**src/design/lprcb_sqrt_cell.sv**
```systemverilog
// One restoring square-root cell: settles one result bit per cycle while en is high.
module lprcb_sqrt_cell #(
  parameter int unsigned BITPOS = 0
) (
  input  logic clk,
  input  logic en,
  input  logic [65:0] rem_in,
  input  logic [32:0] root_in,
  output logic [65:0] rem_out,
  output logic [32:0] root_out
);
  logic [65:0] rem_r, rem_nxt;
  logic [32:0] root_r, root_nxt;
  logic [65:0] trial;

  always_comb begin
    trial = ({33'd0, root_in} << (BITPOS + 1)) + (66'd1 << (2 * BITPOS));
    if (rem_in >= trial) begin
      rem_nxt = rem_in - trial;
      root_nxt = root_in | (33'd1 << BITPOS);
    end else begin
      rem_nxt = rem_in;
      root_nxt = root_in;
    end
  end

  always_ff @(posedge clk) begin
    if (en) begin
      rem_r <= rem_nxt;
      root_r <= root_nxt;
    end
  end

  assign rem_out = rem_r;
  assign root_out = root_r;
endmodule

```
**config.mk**
```make
export PLATFORM = sky130hd
export DESIGN_NAME = lprcb_sqrt_cell
export DESIGN_NICKNAME = d
export VERILOG_FILES = /design/src/design/lprcb_sqrt_cell.sv
export SDC_FILE = /design/constraint.sdc
export NUM_CORES = 1
export LEC_CHECK = 0
export BUFFER_PORTS_ARGS = -buffer_cell sky130_fd_sc_hd__buf_2
export CAP_MARGIN = 20
export CORE_MARGIN = 2
export CORE_UTILIZATION = 31
export CTS_CLUSTER_SIZE = 10
export DETAILED_ROUTE_END_ITERATION = 10
export SYNTH_ARGS = -nofsm -noshare
export SYNTH_HDL_FRONTEND = slang
export SYNTH_SLANG_ARGS = --single-unit
```
**constraint.sdc**
```tcl
create_clock -name clk -period 4.6 [get_ports clk]
set_input_delay 0.92 -clock clk [delete_from_list [all_inputs] [get_ports clk]]
set_output_delay 0.92 -clock clk [all_outputs]
set_load 0.05 [all_outputs]
```
==> flow_summary.yaml <==
synth:
  number_of_flops_mapped_to_enable_cells_by_yosys: 99
  synth.avg_cell_area_um2: 10.1
  synth.ff_latch_count: 99
  area_contributors_post_synth: "sky130_fd_sc_hd__edfxtp_1 (48%), sky130_fd_sc_hd__ha_1 (6.9%), sky130_fd_sc_hd__a21oi_1 (4.7%), sky130_fd_sc_hd__xnor2_1 (4.7%), sky130_fd_sc_hd__xor2_1 (4.1%)"
  synth_top_area_frac: 0.482
  synth_top_area_cell: "sky130_fd_sc_hd__edfxtp_1"
  ys_types: 59
  syn-cell-area_mm2: 0.00617
  netlist_instances: 612
  ys_seq_area_frac: 0.482
  synthArstFlopShare: 0
  synth.yosys.warnings: 0
  post_syn_nets: 748
  synth-main-ff-cell: "sky130_fd_sc_hd__edfxtp_1"
cells_and_area:
  fin_area_mm2: 0.00783
  mostFrequentLayoutCell: "sky130_fd_sc_hd__buf_2"
  final.fill_count: 1962
  ff_latch_area_mm2: 0.00297
  post_layout_nonfiller_instances: 1083
  area_growth_pct: 26.9
  finalNetCount: 947
  layout.core_utilization: 0.401
  multiInputGateArea_mm2: 0.00294
  top_library_cells_by_usage_in_the_layout_fill_and_taps_aside: "sky130_fd_sc_hd__buf_2 (198), sky130_fd_sc_hd__edfxtp_1 (99), sky130_fd_sc_hd__a21oi_1 (58), sky130_fd_sc_hd__nor2_1 (57), sky130_fd_sc_hd__nand2_1 (54)"
  drive_above_1_share: 0.293
global_route:
  grt_pass1_vias: 5100
  grt_first_pass_wirelength_um: 27200
  grtUsageTotal: 0.163
  pin_count_of_the_biggest_net_entering_global_routing: 52
  grt_overflow_total: 0
  grt_antenna_before_repair: 1
sta:
  final_setup_viols: 0
  timing_max_transition_violations_final: 0
  setup_total_negative_slack_ns: 0
  post-route-min-period_ns: 3.99
  max_slew.worst_pin.slew_ns: 0.751
  final.period_utilization: 0.867
  clock.fmax_ghz: 0.251
  rsz0062_at_grt: "no"
  timing_hold_violations_final: 0
  max-slew-margin-rel: 0.486
hold_path:
  hold_path.startpoint: "root_in[8]"
  worstHoldEndpoint: "root_out[8]"
  min_path_type: "in2reg"
  holdPathStages: 1
route:
  drt_drc_violations_left: 0
  dr.first_iter.drc_count: 383
  routed_via_density: 4.79
  post_drt_wl_per_cell_um: 15.9
  final_antenna_net_count: 0
  drt_first_pass_iters: 7
  dr_total_vias: 5188
  route.final.wire_length_um: 17200
placed_design:
  dpl.cell_count: 1065
  gp_congestion: 0.832
  cell_area_reported_after_detailed_placement_mm2: 0.00751
  place.port_buffers: 199
  hpwlAfterDp_um: 13400
clock_tree:
  cts_resized: 0
  deepest_level_of_the_cts_h_tree: 3
  clock_tree.root_cell: "sky130_fd_sc_hd__clkbuf_16"
  post-cts-setup-buffer-count: 0
  ctsHoldBuffers: 0
  clkSinkCount: 99
  cts_tree: "built"
  clk_transition_reported_paths_ns: 0.07
  cts_inserted_buffers: 9
  clock_path_buffers: 2
worst_setup_path:
  setup.worst_path.class: "in2reg"
  req_time_crit_path_ns: 4.69
  worst_path_dominant_cell_family: "compound AO/OA/AOI/OAI gates"
  worst_path_largest_cell_delay_ns: 0.46
  critical_path.cell_chain: "buf_2 -> inv_1 -> fa_1 -> nor2b_1 -> o21bai_1 -> a31o_2 -> a211oi_1 -> o21ai_1 -> o211ai_1 -> nand2_1 -> nor4b_1 -> xor2_1"
  critical_path_buf_inv_count: 2
  critPathCaptureType: "register"
  cp_data_arrival_time_ns: 4.08
  setup.worst_path.start_class: "input pin"
  timing.critical_path.fanout_max: 10
  cpMaxStageDelayCell: "sky130_fd_sc_hd__fa_1"
power:
  p_leak_nw: 3.37
  finalPower_mw: 2.88
  pwr_density_cell_mw_per_mm2: 368
  vdd_drop_max_mv: 0.183
floorplanning:
  std_cell_rows: 51
  start_util: 0.316
  io-pin-count: 200
  die_w_um: 145
  fp.dieH_um: 145
  die_area_mm2: 0.0210
  core_area_mm2: 0.0195
flow_run:
  max-cap-violations: 0
outcome:
  status: "finished clean"
-- synth_stat cells (all sizes together), types with 3 or more instances --
cell type,instances
ha,34
nor2,57
and2,4
clkbuf,16
o21bai,6
nand2,54
nand2b,5
o211ai,3
nand4,12
nand3,17
a21o,16
a2111oi,3
mux2,3
buf,7
nand4b,3
a41oi,3
o21a,3
nor2b,3
o31a,3
nor4,11
nor3,24
o21ai,25
or3,8
a21oi,58
xnor2,33
a211o,4
xor2,29
inv,44
edfxtp,99
-- state kept, by name, summed over array words and instances, names as in the netlist --
name and cells:
rem_out 66, root_out 33
-- per-stage QoR --
stage / setup slack, ns / hold slack (ns)
5_1_grt: 0.268 / 0.741
2_1_floorplan: 0.854 / 1.02
3_5_place_dp: 0.270 / 1.11
3_3_place_gp: 0.385 / 1.11
4_1_cts: 0.642 / 0.739
6_report: 0.614 / 0.745
-- cells by family after synthesis --
family | synth area share
AO/OA/AOI/OAI | 0.145
XOR/XNOR | 0.0880
adder cells (fa/ha/maj) | 0.0722
buffers and inverters | 0.0424
flip-flops | 0.482
multiplexers | 0.00548
AND/OR/NAND/NOR | 0.165
-- layout make-up --
class,count,share of cell area
Sequential cell,99,0.380
Multi-Input combinational cell,446,0.375
Timing Repair Buffer,211,0.141
Tap cell,265,0.0424
Clock buffer,9,0.0288
Inverter,44,0.0211
Clock inverter,7,0.0117
Antenna cell,2,0.000639
-- worst max-delay path by stage --
| stage | from | to | cells after the start |
|---|---|---|---|
| finish | rem_in[1] | rem_out[54] | 12 |
| global route | rem_in[1] | rem_out[54] | 12 |
| CTS | rem_in[1] | rem_out[54] | 12 |
| detailed placement | rem_in[1] | rem_out[54] | 12 |
| global placement | rem_in[1] | rem_out[54] | 12 |
| floorplan | root_in[30] | rem_out[45] | 13 |
-- where the power goes --
group          total (mW)  internal (mW)  switching (mW)
clock               0.829          0.476           0.353
sequential           1.14           1.12          0.0218
combinational       0.911          0.258           0.653
total                2.88           1.85            1.03
-- metal layers --
layer	routed length [um]	vias up	GRT usage
met5	0	-	0
met4	335	0	0.0500
met3	988	21	0.0396
met2	7880	138	0.258
met1	8000	2397	0.222
li1	-	2632	-
(Power assumes the default switching activity.)
