`config.mk`:
```
export PLATFORM = sky130hd
export DESIGN_NAME = lprcb_div_cell
export DESIGN_NICKNAME = d
export VERILOG_FILES = /design/src/design/lprcb_div_cell.sv
export SDC_FILE = /design/constraint.sdc
export NUM_CORES = 1
export LEC_CHECK = 0
export BUFFER_PORTS_ARGS = -buffer_cell sky130_fd_sc_hd__clkbuf_2
export CAP_MARGIN = 20
export CORE_MARGIN = 5
export CORE_UTILIZATION = 49
export CTS_BUF_LIST = sky130_fd_sc_hd__clkbuf_4
export CTS_CLUSTER_DIAMETER = 60
export DETAILED_ROUTE_END_ITERATION = 10
export GPL_TIMING_DRIVEN = 0
export PLACE_DENSITY_LB_ADDON = 0.08
export SLEW_MARGIN = 30
export SYNTH_ARGS = -nofsm -noshare
export SYNTH_HDL_FRONTEND = slang
export SYNTH_SLANG_ARGS = --single-unit
```
`constraint.sdc`:
```
create_clock -name clk -period 2.77 [get_ports clk]
set_input_delay 0.277 -clock clk [delete_from_list [all_inputs] [get_ports clk]]
set_output_delay 0.277 -clock clk [all_outputs]
set_load 0.02 [all_outputs]
```
`src/design/lprcb_div_cell.sv`:
```
// One restoring divider cell: one quotient bit per cycle while en is high.
module lprcb_div_cell #(
  parameter int unsigned BITPOS = 0,
  parameter int unsigned NW = 56,
  parameter int unsigned QW = 8
) (
  input  logic clk,
  input  logic en,
  input  logic [NW-1:0] num_in,
  input  logic [NW-1:0] den_in,
  input  logic [QW-1:0] q_in,
  output logic [NW-1:0] num_out,
  output logic [NW-1:0] den_out,
  output logic [QW-1:0] q_out
);
  logic [NW-1:0] num_r, num_nxt, den_r;
  logic [QW-1:0] q_r, q_nxt;
  logic [NW+QW-1:0] sh;

  always_comb begin
    sh = {{QW{1'b0}}, den_in} << BITPOS;
    if ({{QW{1'b0}}, num_in} >= sh) begin
      num_nxt = num_in - sh[NW-1:0];
      q_nxt = q_in | QW'(1 << BITPOS);
    end else begin
      num_nxt = num_in;
      q_nxt = q_in;
    end
  end

  always_ff @(posedge clk) begin
    if (en) begin
      num_r <= num_nxt;
      den_r <= den_in;
      q_r <= q_nxt;
    end
  end

  assign num_out = num_r;
  assign den_out = den_r;
  assign q_out = q_r;
endmodule

```
==> out/metrics.cfg, run 1 <==
[logic_synthesis]
ys_seq_area_frac = 0.460
ys.flop_type = edfxtp_1
yosys_warnings = 0
synth_cells = 800
synth_area_leader_cell = edfxtp_1
synth-edff-count = 120
syn_area_sq_mm = 0.00783
syn_nets = 979
synth_top_area_frac = 0.460
ys_async_sr_fraction = 0
synth.ff_latch_count = 120
synth_area_leaders = edfxtp_1, ha_1, o21ai_0
avgSynthCellArea_sq_um = 9.78
yosysUniqueCellTypes = 58

[route]
final_antenna_net_count = 0
vias_per_cell = 5.31
first_pass_iters = 7
num_vias = 7435
wl_mm = 23.0
wl_per_cell_um = 16.4
drt_iter0_markers = 593
drc = 0

[power_and_ir_drop]
switching_share = 0.344
p_int_mw = 3.77
p_leak_nw = 5.01
p_switching_mw = 1.97
combPwrFrac = 0.344
clkPwrFrac = 0.256
pwr-share-seq = 0.399
powerDensity_mw_per_mm2 = 509
irDropWorstVdd_uv = 379

[worst_setup_path]
crit_type = input port to flip-flop
required_ns = 3.08
critPathArrivalTime_ns = 3.01
cp_max_fo = 10
end_kind = flip-flop
cp-start-kind = input port

[placement]
gp_congestion = 0.890
dpl.hpwl_mm = 16.5
port_buffers = 241
dpl.cell_count = 1258

[global_route]
overflow = 0
grt_pass1_vias = 7271
grt_pass1_wl_mm = 35.3
grt_max_degree = 75
grt_util_all_layers = 0.241
antenna_found_initial = 1

[sta]
finalSetupViolations = 0
period_share = 0.976
grt_setup_unrepaired = yes
slew_headroom = 0.579
min_period_ns = 2.70
fmax_mhz = 370
tightest_slew_ns = 0.624
hold_viol_final = 0
slew_viol_final = 0

[clock_network]
cts_tree = built
htreeDepth = 4
clk_pin_slew_ns = 0.11
cts.sinks = 120
clockBufferDepth = 2
cts_made_buffers = 17
clock-root-buffer = clkbuf_4

[floorplanning]
dieHeight_um = 136
coreArea_sq_mm = 0.0158
pin_count = 242
start_util = 0.496
die-area_sq_mm = 0.0186
die_w_um = 136
rows = 46

[final_layout]
fillCellCount = 1229
layout-drive-gt1-share = 0.337
final_cells = 1399
fin_util = 0.716
area_growth_pct = 44.3
finish.net_count = 1348
multi_input_area_sq_mm = 0.00423
final-seq-area_sq_mm = 0.00360

[worst_hold_path]
min_path_type = input port to flip-flop
hold_path_end = num_out[39]
hold_path_depth = 3
min-delay-start = num_in[39]

[run]
max_cap_violations = 0

[status]
outcome = finished, final reports clean

-- power groups by stage --
stage | Sequential (mW) | Combinational, mW | Clock [mW]
finish | 2.29 | 1.98 | 1.47
global route | 2.31 | 2.15 | 1.61
CTS | 2.29 | 1.85 | 1.50
detailed placement | 2.33 | 1.73 | 0
global placement | 2.34 | 1.71 | 0
floorplan | 2.60 | 0.892 | 0
-- metrics by stage --
step           instance area [sq um]  hold WS [ns]  worst slack [ns]  power [mW]  setup TNS (ns)
3_3_place_gp                    9580         0.454            -0.909        4.05          -54.30
6_report                       11300        0.0409            0.0676        5.74               0
5_1_grt                        11300      -0.00282           -0.0350        6.07         -0.0704
4_1_cts                        10900      0.000198           0.00560        5.65               0
3_5_place_dp                    9620         0.456            -0.911        4.06          -40.53
2_1_floorplan                   8110         0.376           -0.0601        3.49         -0.0601
-- flip-flops by register name, indices dropped and copies added, names as in the netlist --
register	count
den_out	56
num_out	56
q_out	8
-- Yosys cell counts (5+ instances only) --
| cell type | instances |
|---|---|
| o21a_1 | 6 |
| nand4_1 | 19 |
| edfxtp_1 | 120 |
| o211ai_1 | 8 |
| o21bai_1 | 9 |
| nor2b_1 | 7 |
| and3_1 | 5 |
| o31ai_1 | 6 |
| a21o_1 | 30 |
| clkbuf_1 | 10 |
| a211oi_1 | 6 |
| buf_2 | 20 |
| nand3_1 | 5 |
| inv_1 | 71 |
| o21ai_0 | 86 |
| a31oi_1 | 13 |
| nand2b_1 | 8 |
| xnor2_1 | 25 |
| ha_1 | 56 |
| nor2_1 | 34 |
| nor3_1 | 10 |
| nand2_1 | 102 |
| a21oi_1 | 64 |
| xor2_1 | 23 |
-- worst max-delay path by stage --
| stage | start | end | slack (ns) | depth (start not counted) |
|---|---|---|---|---|
| after detailed placement | den_in[9] | num_out[29] | -0.91 | 13 |
| final | den_in[12] | num_out[49] | 0.07 | 12 |
| after global placement | den_in[9] | num_out[25] | -0.91 | 13 |
| after CTS | num_in[50] | num_out[49] | 0.006 | 12 |
| after floorplan | den_in[12] | num_out[49] | -0.06 | 11 |
| after global routing | den_in[34] | num_out[50] | -0.03 | 13 |
-- timing repair --
action                     CTS  global route
setup buffers                1            15
hold buffers                92             1
gates cloned                 0             1
pin swaps                    2            15
hold endpoints to repair    92             1
setup endpoints to repair   54            56
resized for setup            5            62
-- final cells by class --
type                            count  share of cell area
Multi-Input combinational cell    574               0.374
Sequential cell                   120               0.319
Timing Repair Buffer              352               0.204
Inverter                           71              0.0254
Tap cell                          216              0.0239
Buffer                             33              0.0238
Clock inverter                     15              0.0178
Clock buffer                       17              0.0113
Antenna cell                        1            0.000222
-- cells in the final DEF, fill, tap and decap left out, types with 10 or more instances in the layout --
cell type      instances
a31oi_1               11
a21oi_1               51
dlygate4sd3_1         93
edfxtp_1             120
ha_4                  13
inv_1                 62
buf_4                 24
o21ai_0               76
ha_1                  41
a21o_1                30
clkbuf_2             242
xnor2_1               25
a21oi_2               11
o21ai_1               10
nand4_1               19
nor2_1                33
xor2_1                23
clkbuf_4              19
nand2_1              101
-- critical path, cell delays in order --
cell	delay [ns]
clkbuf_4	0.16
inv_12	0.03
ha_4	0.24
clkbuf_8	0.13
nand4_1	0.18
or3_4	0.44
or4_4	0.55
a211oi_4	0.25
o32ai_4	0.14
buf_6	0.15
buf_12	0.14
mux2_4	0.29
-- cell families after synthesis --
group,share of synthesized area
XOR/XNOR,0.0537
AO/OA/AOI/OAI,0.204
AND/OR/NAND/NOR,0.126
buffers and inverters,0.0568
multiplexers,0.00703
adder cells (fa/ha/maj),0.0921
flip-flops,0.460
-- metal layers --
layer  global-route usage  routed length, um  share of wire  up-vias
met5                    0                  0              0        -
met2                0.406              11100           0.48      281
met4               0.0756                500          0.022        0
li1                     -                  -              -     3664
met1                0.305               9750           0.42     3441
met3               0.0611               1620          0.070       49
No activity file was read; power rests on OpenSTA's default activity.
==> run 2, diff against run 1 <==
- ABC_AREA: default -> 1
- CORE_UTILIZATION: 49 -> 51
==> out/metrics.cfg, run 2 <==
[logic_synthesis]
syn_area_sq_mm = 0.00998  ; +28%
ys_top_cells_by_count = nand2_1, inv_1, edfxtp_1
yosysUniqueCellTypes = 35  ; -40%
synth.ff_latch_count = 120  ; unchanged
ys_async_sr_fraction = 0  ; unchanged
syn_nets = 1669  ; +70%
synth_cells = 1490  ; +86%
yosysMostFrequentCell = nand2_1
synth_top_area_frac = 0.361  ; -0.0995
synth_area_leaders = edfxtp_1, nand2_1, inv_1
yosys_warnings = 0  ; unchanged
synth_area_leader_cell = edfxtp_1
ys_seq_area_frac = 0.361  ; -0.0995
avgSynthCellArea_sq_um = 6.70  ; -32%
ys.flop_type = edfxtp_1
synth-edff-count = 120  ; unchanged

[final_layout]
final_cell_mix = nand2_1, inv_1, clkbuf_2
layout-drive-gt1-share = 0.187  ; -0.149
area_growth_pct = 25.8
fin_util = 0.647  ; -0.0687
layout_commonest_cell = nand2_1
finish.net_count = 1996  ; +48%
final_cells = 2097  ; +50%

[worst_setup_path]
required_ns = 3.07  ; about the same
crit_type = input port to flip-flop
crit_chain = dlygate4sd3_1, clkbuf_2, inv_1, ha_1, nand3_1, nor2_1, nor2_1, nand2_1, a21oi_4, nand3_2, buf_12, buf_6, nand3_1, nand2_1
cp-start-kind = input port
cp_slowest_stage_delay_ns = 0.54  ; about the same
cp_max_fo = 10  ; unchanged
critPathArrivalTime_ns = 3.04  ; +0.03 ns
end_kind = flip-flop
critPathSlowestCell = dlygate4sd3_1

[clock_network]
cts_tree = built
cts_made_buffers = 17  ; unchanged
cts.sinks = 120  ; unchanged
clockBufferDepth = 2  ; unchanged
clock-root-buffer = clkbuf_4
clk_pin_slew_ns = 0.11  ; about the same
htreeDepth = 4  ; unchanged

[worst_hold_path]
min-delay-start = num_in[14]
hold_path_end = num_out[14]
hold_path_depth = 3  ; unchanged
min_path_type = input port to flip-flop

[global_route]
overflow = 0  ; unchanged
grt_pass1_vias = 9415  ; +29%
antenna_found_initial = 1  ; unchanged
grt_pass1_wl_mm = 48.1  ; +36%
grt_util_all_layers = 0.281  ; +0.0398
grt_max_degree = 63  ; -16%

[route]
wl_per_cell_um = 15.1  ; -8.1%
vias_per_cell = 4.80  ; -9.6%
wl_mm = 31.6  ; +38%
first_pass_iters = 5  ; -2
drt_iter0_markers = 774  ; +31%
num_vias = 10076  ; +36%
drc = 0  ; unchanged
final_antenna_net_count = 0  ; unchanged

[sta]
min_period_ns = 2.74  ; +0.0381 ns
hold_viol_final = 0  ; unchanged
slew_viol_final = 0  ; unchanged
fmax_mhz = 365  ; -1.4%
setup_ws_ns = 0.0295  ; -0.0381 ns
finalSetupViolations = 0  ; unchanged
grt_setup_unrepaired = no
tightest_slew_ns = 0.491  ; -0.133 ns
slew_headroom = 0.673  ; +0.0940
period_share = 0.989  ; +0.0137

[floorplanning]
dieHeight_um = 150  ; +9.9%
die-area_sq_mm = 0.0225  ; +21%
pin_count = 242  ; unchanged
start_util = 0.515  ; +0.0184
coreArea_sq_mm = 0.0194  ; +23%
die_w_um = 150  ; +9.9%
rows = 51  ; +11%

[power_and_ir_drop]
irDropWorstVdd_uv = 310  ; -18%
total_power_mw = 5.78  ; +0.70%
p_leak_nw = 7.23  ; +44%
powerDensity_mw_per_mm2 = 460  ; -9.5%

[run]
max_cap_violations = 0  ; unchanged

[placement]
port_buffers = 241  ; unchanged
dpl_worst_slack_ns = -0.184  ; +0.727 ns
gp_congestion = 0.944  ; +6.1%
dpl.cell_count = 1997  ; +59%
dpl.hpwl_mm = 25.9  ; +57%

[status]
outcome = finished, final reports clean

-- run 2: what timing repair did --
action,CTS,global route
hold buffers,64,0
resized for setup,0,9
hold endpoints to repair,64,0
setup buffers,0,2
setup endpoints to repair,0,56
-- run 2: where the power goes --
group	internal (mW)	total (mW)	switching (mW)
Sequential	2.24	2.29	0.0498
Combinational	0.721	2.12	1.40
Clock	0.636	1.37	0.729
-- run 2: how the worst max path moves through the flow --
stage | startpoint | cells after the start | endpoint | slack, ns
after floorplan | num_in[0] | 13 | num_out[46] | 0.60
after global placement | den_in[42] | 13 | num_out[41] | -0.14
after detailed placement | den_in[42] | 13 | num_out[41] | -0.18
after CTS | den_in[24] | 14 | num_out[41] | 0.01
after global routing | den_in[6] | 18 | num_out[43] | 0.004
final | den_in[54] | 14 | num_out[46] | 0.03
-- run 2: area by class of cell --
cell class | count | area (sq um)
diodes | 2 | 5.00
plain buffers | 18 | 145
clock buffers | 19 | 143
clock inverters | 13 | 155
fillers | 1812 | 6840
inverters | 383 | 1440
multi-input cells | 969 | 4840
flip-flops and latches | 120 | 3600
well taps | 265 | 332
repair buffers | 308 | 1900
-- run 2: worst max-delay path, delay by kind of cell --
family / cells / cell delay [ns]
fa+ha+maj: 1 / 0.36
simple gates: 7 / 1.13
buf+inv: 5 / 1.04
compound gates: 1 / 0.22
-- run 2: through the flow --
stage               TNS [ns]  hold WS [ns]  instance area, sq um
floorplan                  0         0.376                  9980
global placement      -0.875         0.454                 11500
detailed placement     -2.05         0.456                 11600
CTS                        0        0.0288                 12500
global route               0        0.0303                 12600
finish                     0        0.0571                 12600
-- run 2: kinds of logic after synthesis --
kind of cell / Yosys count / share of synthesized area
buf+inv: 401 / 0.159
fa+ha+maj: 57 / 0.0722
simple gates: 819 / 0.346
compound gates: 64 / 0.0365
xor+xnor: 29 / 0.0254
flops: 120 / 0.361
-- run 2: routing by layer --
metal / vias up / global-route usage / routed length, um
met3: 35 / 0.0509 / 2580
met5: - / 0 / 0
met1: 4467 / 0.390 / 14300
met2: 376 / 0.451 / 14100
met4: 0 / 0.0778 / 643
li1: 5198 / - / -
