File: src/design/lprcb_pkg.sv
// Package: shared types, constants and the CORDIC arctangent table.
package lprcb_pkg;

  localparam int unsigned CoordW = 24;
  localparam int unsigned BrightW = 16;
  localparam int unsigned RingW = 5;
  localparam int unsigned ColW = 10;
  localparam int unsigned TimeW = 20;
  localparam int unsigned CfgIdxW = 2;
  localparam int unsigned CfgDataW = 24;
  localparam int unsigned SqW = 48;
  localparam int unsigned RootW = 33;
  localparam int unsigned VecW = 48;
  localparam int unsigned AngW = 34;

  localparam logic [CfgIdxW-1:0] CfgFovBottom = 2'd0;
  localparam logic [CfgIdxW-1:0] CfgRingStep = 2'd1;
  localparam logic [CfgIdxW-1:0] CfgNearLimit = 2'd2;
  localparam logic [CfgIdxW-1:0] CfgFramePeriod = 2'd3;

  typedef struct packed {
    logic signed [CoordW-1:0] pos_x;
    logic signed [CoordW-1:0] pos_y;
    logic signed [CoordW-1:0] pos_z;
    logic [BrightW-1:0] brightness;
  } point_t;

  typedef struct packed {
    logic kept;
    logic [RingW-1:0] ring_index;
    logic [ColW-1:0] column_index;
    logic [TimeW-1:0] time_offset;
    logic signed [CoordW-1:0] out_x;
    logic signed [CoordW-1:0] out_y;
    logic signed [CoordW-1:0] out_z;
    logic [BrightW-1:0] out_brightness;
  } result_t;

  typedef struct packed {
    logic signed [15:0] fov_bottom;
    logic [23:0] ring_step;
    logic [15:0] near_limit;
    logic [19:0] frame_period;
  } cfg_t;

  // one CORDIC lane: vector and accumulated angle
  typedef struct packed {
    logic signed [VecW-1:0] vx;
    logic signed [VecW-1:0] vy;
    logic signed [AngW-1:0] ang;
  } cordic_t;

  function automatic logic signed [AngW-1:0] atan_turn(input int unsigned i);
    logic [31:0] t;
    unique case (i)
      0: t = 32'h20000000; 1: t = 32'h12E4051E; 2: t = 32'h09FB385B;
      3: t = 32'h051111D4; 4: t = 32'h028B0D43; 5: t = 32'h0145D7E1;
      6: t = 32'h00A2F61E; 7: t = 32'h00517C55; 8: t = 32'h0028BE53;
      9: t = 32'h00145F2F; 10: t = 32'h000A2F98; 11: t = 32'h000517CC;
      12: t = 32'h00028BE6; 13: t = 32'h000145F3; 14: t = 32'h0000A2F9;
      15: t = 32'h0000517C; 16: t = 32'h000028BE; 17: t = 32'h0000145F;
      18: t = 32'h00000A2F; 19: t = 32'h00000517; 20: t = 32'h0000028B;
      21: t = 32'h00000145; 22: t = 32'h000000A2; 23: t = 32'h00000051;
      24: t = 32'h00000028; 25: t = 32'h00000014; 26: t = 32'h0000000A;
      27: t = 32'h00000005; 28: t = 32'h00000002; 29: t = 32'h00000001;
      default: t = 32'h0;
    endcase
    return $signed({2'b00, t});
  endfunction

endpackage

File: src/design/lprcb_cordic_cell.sv
// One CORDIC vectoring cell: a single rotation with a register after it.
module lprcb_cordic_cell #(
  parameter int unsigned SHIFT = 0
) (
  input  logic clk,
  input  logic en,
  input  lprcb_pkg::cordic_t d_in,
  output lprcb_pkg::cordic_t d_out
);
  import lprcb_pkg::*;

  cordic_t q_r, q_nxt;
  logic signed [VecW-1:0] sx, sy;

  always_comb begin
    // arithmetic shift floors, as required
    sx = d_in.vx >>> SHIFT;
    sy = d_in.vy >>> SHIFT;
    if (!d_in.vy[VecW-1]) begin
      q_nxt.vx = d_in.vx + sy;
      q_nxt.vy = d_in.vy - sx;
      q_nxt.ang = d_in.ang + atan_turn(SHIFT);
    end else begin
      q_nxt.vx = d_in.vx - sy;
      q_nxt.vy = d_in.vy + sx;
      q_nxt.ang = d_in.ang - atan_turn(SHIFT);
    end
  end

  always_ff @(posedge clk) begin
    if (en) q_r <= q_nxt;
  end

  assign d_out = q_r;
endmodule

File: config.mk
export PLATFORM = sky130hd
export DESIGN_NAME = lprcb_cordic_cell
export DESIGN_NICKNAME = d
export VERILOG_FILES = /design/src/design/lprcb_pkg.sv /design/src/design/lprcb_cordic_cell.sv
export SDC_FILE = /design/constraint.sdc
export NUM_CORES = 1
export LEC_CHECK = 0
export ABC_AREA = 0
export BUFFER_PORTS_ARGS = -buffer_cell sky130_fd_sc_hd__buf_2
export CORE_MARGIN = 4
export CORE_UTILIZATION = 55
export CTS_CLUSTER_SIZE = 8
export DETAILED_ROUTE_END_ITERATION = 12
export GPL_ROUTABILITY_DRIVEN = 1
export PLACE_DENSITY = 0.89
export SLEW_MARGIN = 30
export SYNTH_ARGS = -nofsm -noshare
export SYNTH_HDL_FRONTEND = slang
export SYNTH_SLANG_ARGS = --single-unit
File: constraint.sdc
create_clock -name clk -period 6.4 [get_ports clk]
set_clock_uncertainty 0.1 [all_clocks]
set_input_delay 1.28 -clock clk [delete_from_list [all_inputs] [get_ports clk]]
set_output_delay 1.28 -clock clk [all_outputs]
set_load 0.005 [all_outputs]
==> flow_summary.toml, run 1 <==
[run_status]
status = "complete, no violations"

[drt]
dr.pass1.iters = 6
postRouteWirelength_um = 46440
dr.first_iter.drc_count = 1503
vias_per_cell = 6.217
ant_nets = 0
wire_per_inst_um = 22.29
drc_errors = 0
vias = 12951

[power_and_ir_drop]
p_int_mw = 2.097
p_per_area_mw_per_mm2 = 221.5
power_leakage_nw = 6.803
switching_share = 0.3753
peakVddDrop_mv = 0.1600
p_sw_mw = 1.260
power_mw = 3.357
clockPowerShare = 0.297
combPwrFrac = 0.363
seqPwrFrac = 0.340

[sta]
hold_viol = 0
slew_headroom = 0.3815
setup_tns_ps = 0
clock.fmax_ghz = 0.2082
worst_slew_pin_slew_ps = 927.7
report.final.slew_viol_count = 0
fin_crit_ps = 4804
rsz0062_at_grt = "no"
timing.final.crit_share = 0.7506
setup-violations-final = 0

[place]
dp_hpwl_um = 36370
place_area_mm2 = 0.01459
placed_cells = 2051
gp_congestion = 1.034
portBuffers = 261

[yosys]
ys_async_sr_fraction = 0
netlist_instances = 1531
syn-num-nets = 1827
synth_top_cell_by_area = "edfxtp_1"
post_synth.cell_area_avg_um2 = 8.593
ys_types = 89
syn_area_mm2 = 0.01316
synth.area.top_cells = "edfxtp_1 29%, ha_1 15%, a21oi_1 7.5%, xnor2_1 5.7%, inv_1 4.4%"
yosys.area.top_type_share = 0.2944
yosysMostFrequentCell = "a21oi_1"
synthTopCellsByCount = "197 x a21oi_1, 160 x ha_1, 154 x inv_1, 129 x edfxtp_1, 108 x nor2_1"
ys_ff_latch = 129
ys.flop_type = "edfxtp_1"
synth_edf_count = 129
yosysSeqAreaShare = 0.2944
ys_warn_count = 0

[finish]
diodes = 0
area_delta_synth_final_pct = 15.20
final_area_mm2 = 0.01516
largest_register_ff_count = 129
post-route-util = 0.6457
fin_nets = 2047
drive_gt1_frac = 0.1978
final_cells = 2083

[clock_network]
cts_sinks = 129
cts_made_buffers = 17
cts-resized-gates = 0
cts.htree.levels = 4
root_buffer = "clkbuf_16"
cts_tree = "yes"
post_cts_buffers = 0
cts_max_path_buffers = 2
clk_pin_slew_ps = 70
cts_hold_buf = 0

[global_routing]
grt.total_usage = 0.3374
grt_max_degree = 64
first_global_vias = 12203
grt_pass1_wl_um = 69980
grt_antenna_before_repair = 0
grt_overflow = 0

[setup_path]
critPathMaxStageDelay_ps = 590
required_ps = 6460
worstSetupEndpointType = "flip-flop"
critPathKind = "primary input to flip-flop"
cp_max_fo = 12
start_kind = "primary input"
cpMaxStageDelayCell = "ha_1"
path_cells = "buf_2, inv_1, ha_1, inv_1, a2111oi_0, a21oi_1, a32o_1, o21ai_2, o211ai_2, a311oi_1, a211oi_1, xnor2_1"
arrival_ps = 4860
crit_path_frequent_cell = "inv_1"

[floorplanning]
dieWidth_um = 162.7
die_y_um = 162.7
num_rows = 56
core_area_mm2 = 0.02347
die-area_mm2 = 0.02646
start_util = 0.5605
ios = 262

[run]
cap_violations = 0

[worst_hold_path]
hp-class = "primary input to flip-flop"
kinds of logic after synthesis:
logic type | count (synthesis) | share of synthesized area
buffers and inverters | 229 | 0.07133
multiplexers | 32 | 0.02435
XOR/XNOR | 95 | 0.06324
AO/OA/AOI/OAI | 526 | 0.2579
flip-flops | 129 | 0.2944
AND/OR/NAND/NOR | 356 | 0.1305
adder cells (fa/ha/maj) | 164 | 0.1583
layout make-up:
class | count | area (um2)
timing repair buffer | 267 | 1354
tap | 319 | 399.1
multi-input combinational | 1173 | 8344
fill | 2006 | 8317
inverter | 163 | 614.3
clock inverter | 15 | 145.1
sequential | 129 | 3874
clock buffer | 17 | 425.4
layout by cell type (no fill, tap or decap), types with 13 or more instances in the layout:
master / instances
nand2_1: 91
o211ai_1: 13
o21ai_0: 106
clkbuf_16: 17
nand3_1: 24
o21bai_1: 38
buf_2: 260
nand4_1: 20
inv_1: 153
nor3_1: 34
nand2b_1: 13
nor4_1: 16
a21o_1: 35
a21oi_1: 197
nor2_1: 108
mux2i_1: 32
edfxtp_1: 129
ha_1: 160
a31oi_1: 15
xnor2_1: 85
per-stage QoR:
| stage | worst slack [ps] | hold WS, ps |
|---|---|---|
| global placement | 1245 | 1357 |
| finish | 1596 | 919.3 |
| global route | 1572 | 912.9 |
| detailed placement | 1367 | 1359 |
| floorplan | 2334 | 1279 |
| CTS | 1765 | 910.0 |
path summary, 6_finish.rpt:
path,slack [ps],end,cells after the start,startpoint
worst max-delay path,1600,d_out[81]$_DFFE_PP_,12,d_in[42]
worst min-delay path,920,d_out[12]$_DFFE_PP_,1,d_in[12]
worst max-delay path: cells and delay by family:
kind | cells | cell delay, ps
AO/OA/AOI/OAI | 7 | 2360
adder cells (fa/ha/maj) | 1 | 590
buffers and inverters | 3 | 420
XOR/XNOR | 1 | 200
per-layer routing:
metal	track usage	vias to the layer above	share of wire
li1	-	5948	-
met3	0.05416	115	0.095
met1	0.4770	6071	0.43
met4	0.1098	0	0.034
met2	0.5315	817	0.44
met5	0	-	0
power groups by stage:
| stage | combinational, mW | clock (mW) | sequential, mW |
|---|---|---|---|
| 3_3_place_gp | 1.17 | 0 | 1.16 |
| 5_1_grt | 1.31 | 1.04 | 1.15 |
| 6_report | 1.22 | 0.999 | 1.14 |
| 2_1_floorplan | 0.716 | 0 | 1.17 |
| 3_5_place_dp | 1.18 | 0 | 1.16 |
| 4_1_cts | 1.19 | 1.01 | 1.14 |
(Power assumes the default switching activity.)
==> inputs of run 2 (changes only) <==
Settings changed: ABC_AREA 0 to 1, CORE_UTILIZATION 55 to 54.
Clock period 6.4 ns to 4.4 ns, I/O delays scaled along.
==> run 2 against run 1 <==
Against the previous run:
- non-clock buffer count is 1 higher
- core utilization is 3.0 points lower
- die area is 28% higher
- sequential share of layout area is 5.0 points lower
- hold slack worse by 410 ps
- via count is 50% higher
- cell area is 24% higher
- global-route usage is 5.0 points higher
==> flow_summary.toml, run 2 <==
[clock_network]
post_cts_buffers = 0
cts_hold_buf = 0
cts_made_buffers = 17
cts_max_path_buffers = 2
cts-resized-gates = 0
root_buffer = "clkbuf_16"
cts.htree.levels = 4
cts_sinks = 129
cts_tree = "yes"
clk_pin_slew_ps = 70

[finish]
diodes = 0
fin_nets = 3347
largest_register_ff_count = 129
num-fill-cells = 2965
final_area_mm2 = 0.01885
mostFrequentLayoutCells = "1042 x nand2_1, 542 x inv_1, 260 x buf_2"
final_common_cell = "nand2_1"
final_cells = 3460
area_delta_synth_final_pct = 12.46
drive_gt1_frac = 0.1172

[sta]
timing.final.crit_share = 0.8396
slew_headroom = 0.5454
worst_slew_pin_slew_ps = 676.7
rsz0062_at_grt = "no"
hold_viol = 0
setup-violations-final = 0
report.final.slew_viol_count = 0
clock.fmax_ghz = 0.2707
fin_crit_ps = 3694
setup_tns_ps = 0

[yosys]
synthTopCellsByCount = "1042 x nand2_1, 542 x inv_1, 252 x nand3_1, 239 x nor2_1, 160 x ha_1"
synth_top_cell_by_area = "nand2_1"
ys_types = 38
ys_warn_count = 0
ys_async_sr_fraction = 0
yosys.area.top_type_share = 0.2334
ys.flop_type = "edfxtp_1"
yosysSeqAreaShare = 0.2311
syn_area_mm2 = 0.01676
yosysMostFrequentCell = "nand2_1"
syn-num-nets = 3124
netlist_instances = 2828
synth_edf_count = 129
post_synth.cell_area_avg_um2 = 5.926
ys_ff_latch = 129
synth.area.top_cells = "nand2_1 23%, edfxtp_1 23%, inv_1 12%, ha_1 12%, nand3_1 7.5%"

[setup_path]
critPathMaxStageDelay_ps = 500
crit_path_frequent_cell = "nand2_1"
worstSetupEndpointType = "flip-flop"
start_kind = "primary input"
worst-path-buf-inv = 4
critPathKind = "primary input to flip-flop"
path_cells = "buf_2, inv_1, ha_1, fa_1, inv_1, nand3_1, nand3_1, nand2_1, nand2_1, inv_1, o21ai_1, nand2_1, nand2_1, nand2_1, nand3_1, nand2_1"
cp_max_fo = 4
required_ps = 4500
cp_top_family = "simple AND/OR/NAND/NOR gates"
cpMaxStageDelayCell = "fa_1"
arrival_ps = 3800

[global_routing]
grt_overflow = 0
grt_max_degree = 101
grt.total_usage = 0.3874
grt_antenna_before_repair = 0
first_global_vias = 18227
grt_pass1_wl_um = 100300

[power_and_ir_drop]
power_leakage_nw = 10.80
power_mw = 5.233
peakVddDrop_mv = 0.2202
p_per_area_mw_per_mm2 = 277.7

[run]
cap_violations = 0

[drt]
dr.first_iter.drc_count = 2280
drc_errors = 0
wire_per_inst_um = 19.65
postRouteWirelength_um = 67980
ant_nets = 0
dr.pass1.iters = 7
vias = 19385
vias_per_cell = 5.603

[floorplanning]
core_area_mm2 = 0.03059
num_rows = 64
dieWidth_um = 184.2
start_util = 0.5479
die-area_mm2 = 0.03392
die_y_um = 184.2
ios = 262

[place]
dp_hpwl_um = 57010
place_area_mm2 = 0.01828
portBuffers = 261
gp_congestion = 1.082
placed_cells = 3428

[run_status]
status = "complete, no violations"

[worst_hold_path]
hp-class = "primary input to flip-flop"
==> run 2: cell families after synthesis <==
kind of cell,Yosys count,synth area share
AND/OR/NAND/NOR,1628,0.3988
buffers and inverters,623,0.1468
AO/OA/AOI/OAI,252,0.08228
adder cells (fa/ha/maj),164,0.1242
flip-flops,129,0.2311
XOR/XNOR,32,0.01672
==> run 2: metal layers <==
layer	global-route usage	up-vias	routed length, um
met1	0.5064	8704	26870
met3	0.05881	238	7085
met2	0.6210	1250	29820
li1	-	9193	-
met4	0.2035	0	4195
met5	0	-	0
==> run 2: area by class of cell <==
cell class,instances,area [um2],area share
Inverter,559,2098,0.1113
Multi-Input combinational cell,2076,10430,0.5531
Timing Repair Buffer,268,1386,0.07356
Clock inverter,15,142.6,0.007568
Sequential cell,129,3874,0.2055
Tap cell,396,495.5,0.02629
Clock buffer,17,425.4,0.02257
==> run 2: final timing paths <==
path,cells after the start,endpoint,from
setup / recovery,16,d_out[58]$_DFFE_PP_,d_in[34]
hold / removal,1,d_out[0]$_DFFE_PP_,d_in[0]
==> run 2: metrics by stage <==
stage | setup WS (ps) | hold slack [ps] | utilization
floorplan | 1542 | 878.9 | -
global placement | 384.0 | 956.9 | 0.5976
detailed placement | 353.4 | 958.4 | 0.5976
CTS | 800.2 | 501.8 | 0.6161
global route | 599.0 | 505.8 | 0.6161
finish | 705.8 | 507.2 | 0.6161
==> run 2: power by group <==
part	leakage (nW)	switching [mW]	total, mW	internal (mW)
registers	1.26	0.0417	1.60	1.56
clock network	0.264	0.722	1.47	0.750
logic	9.27	1.51	2.16	0.653
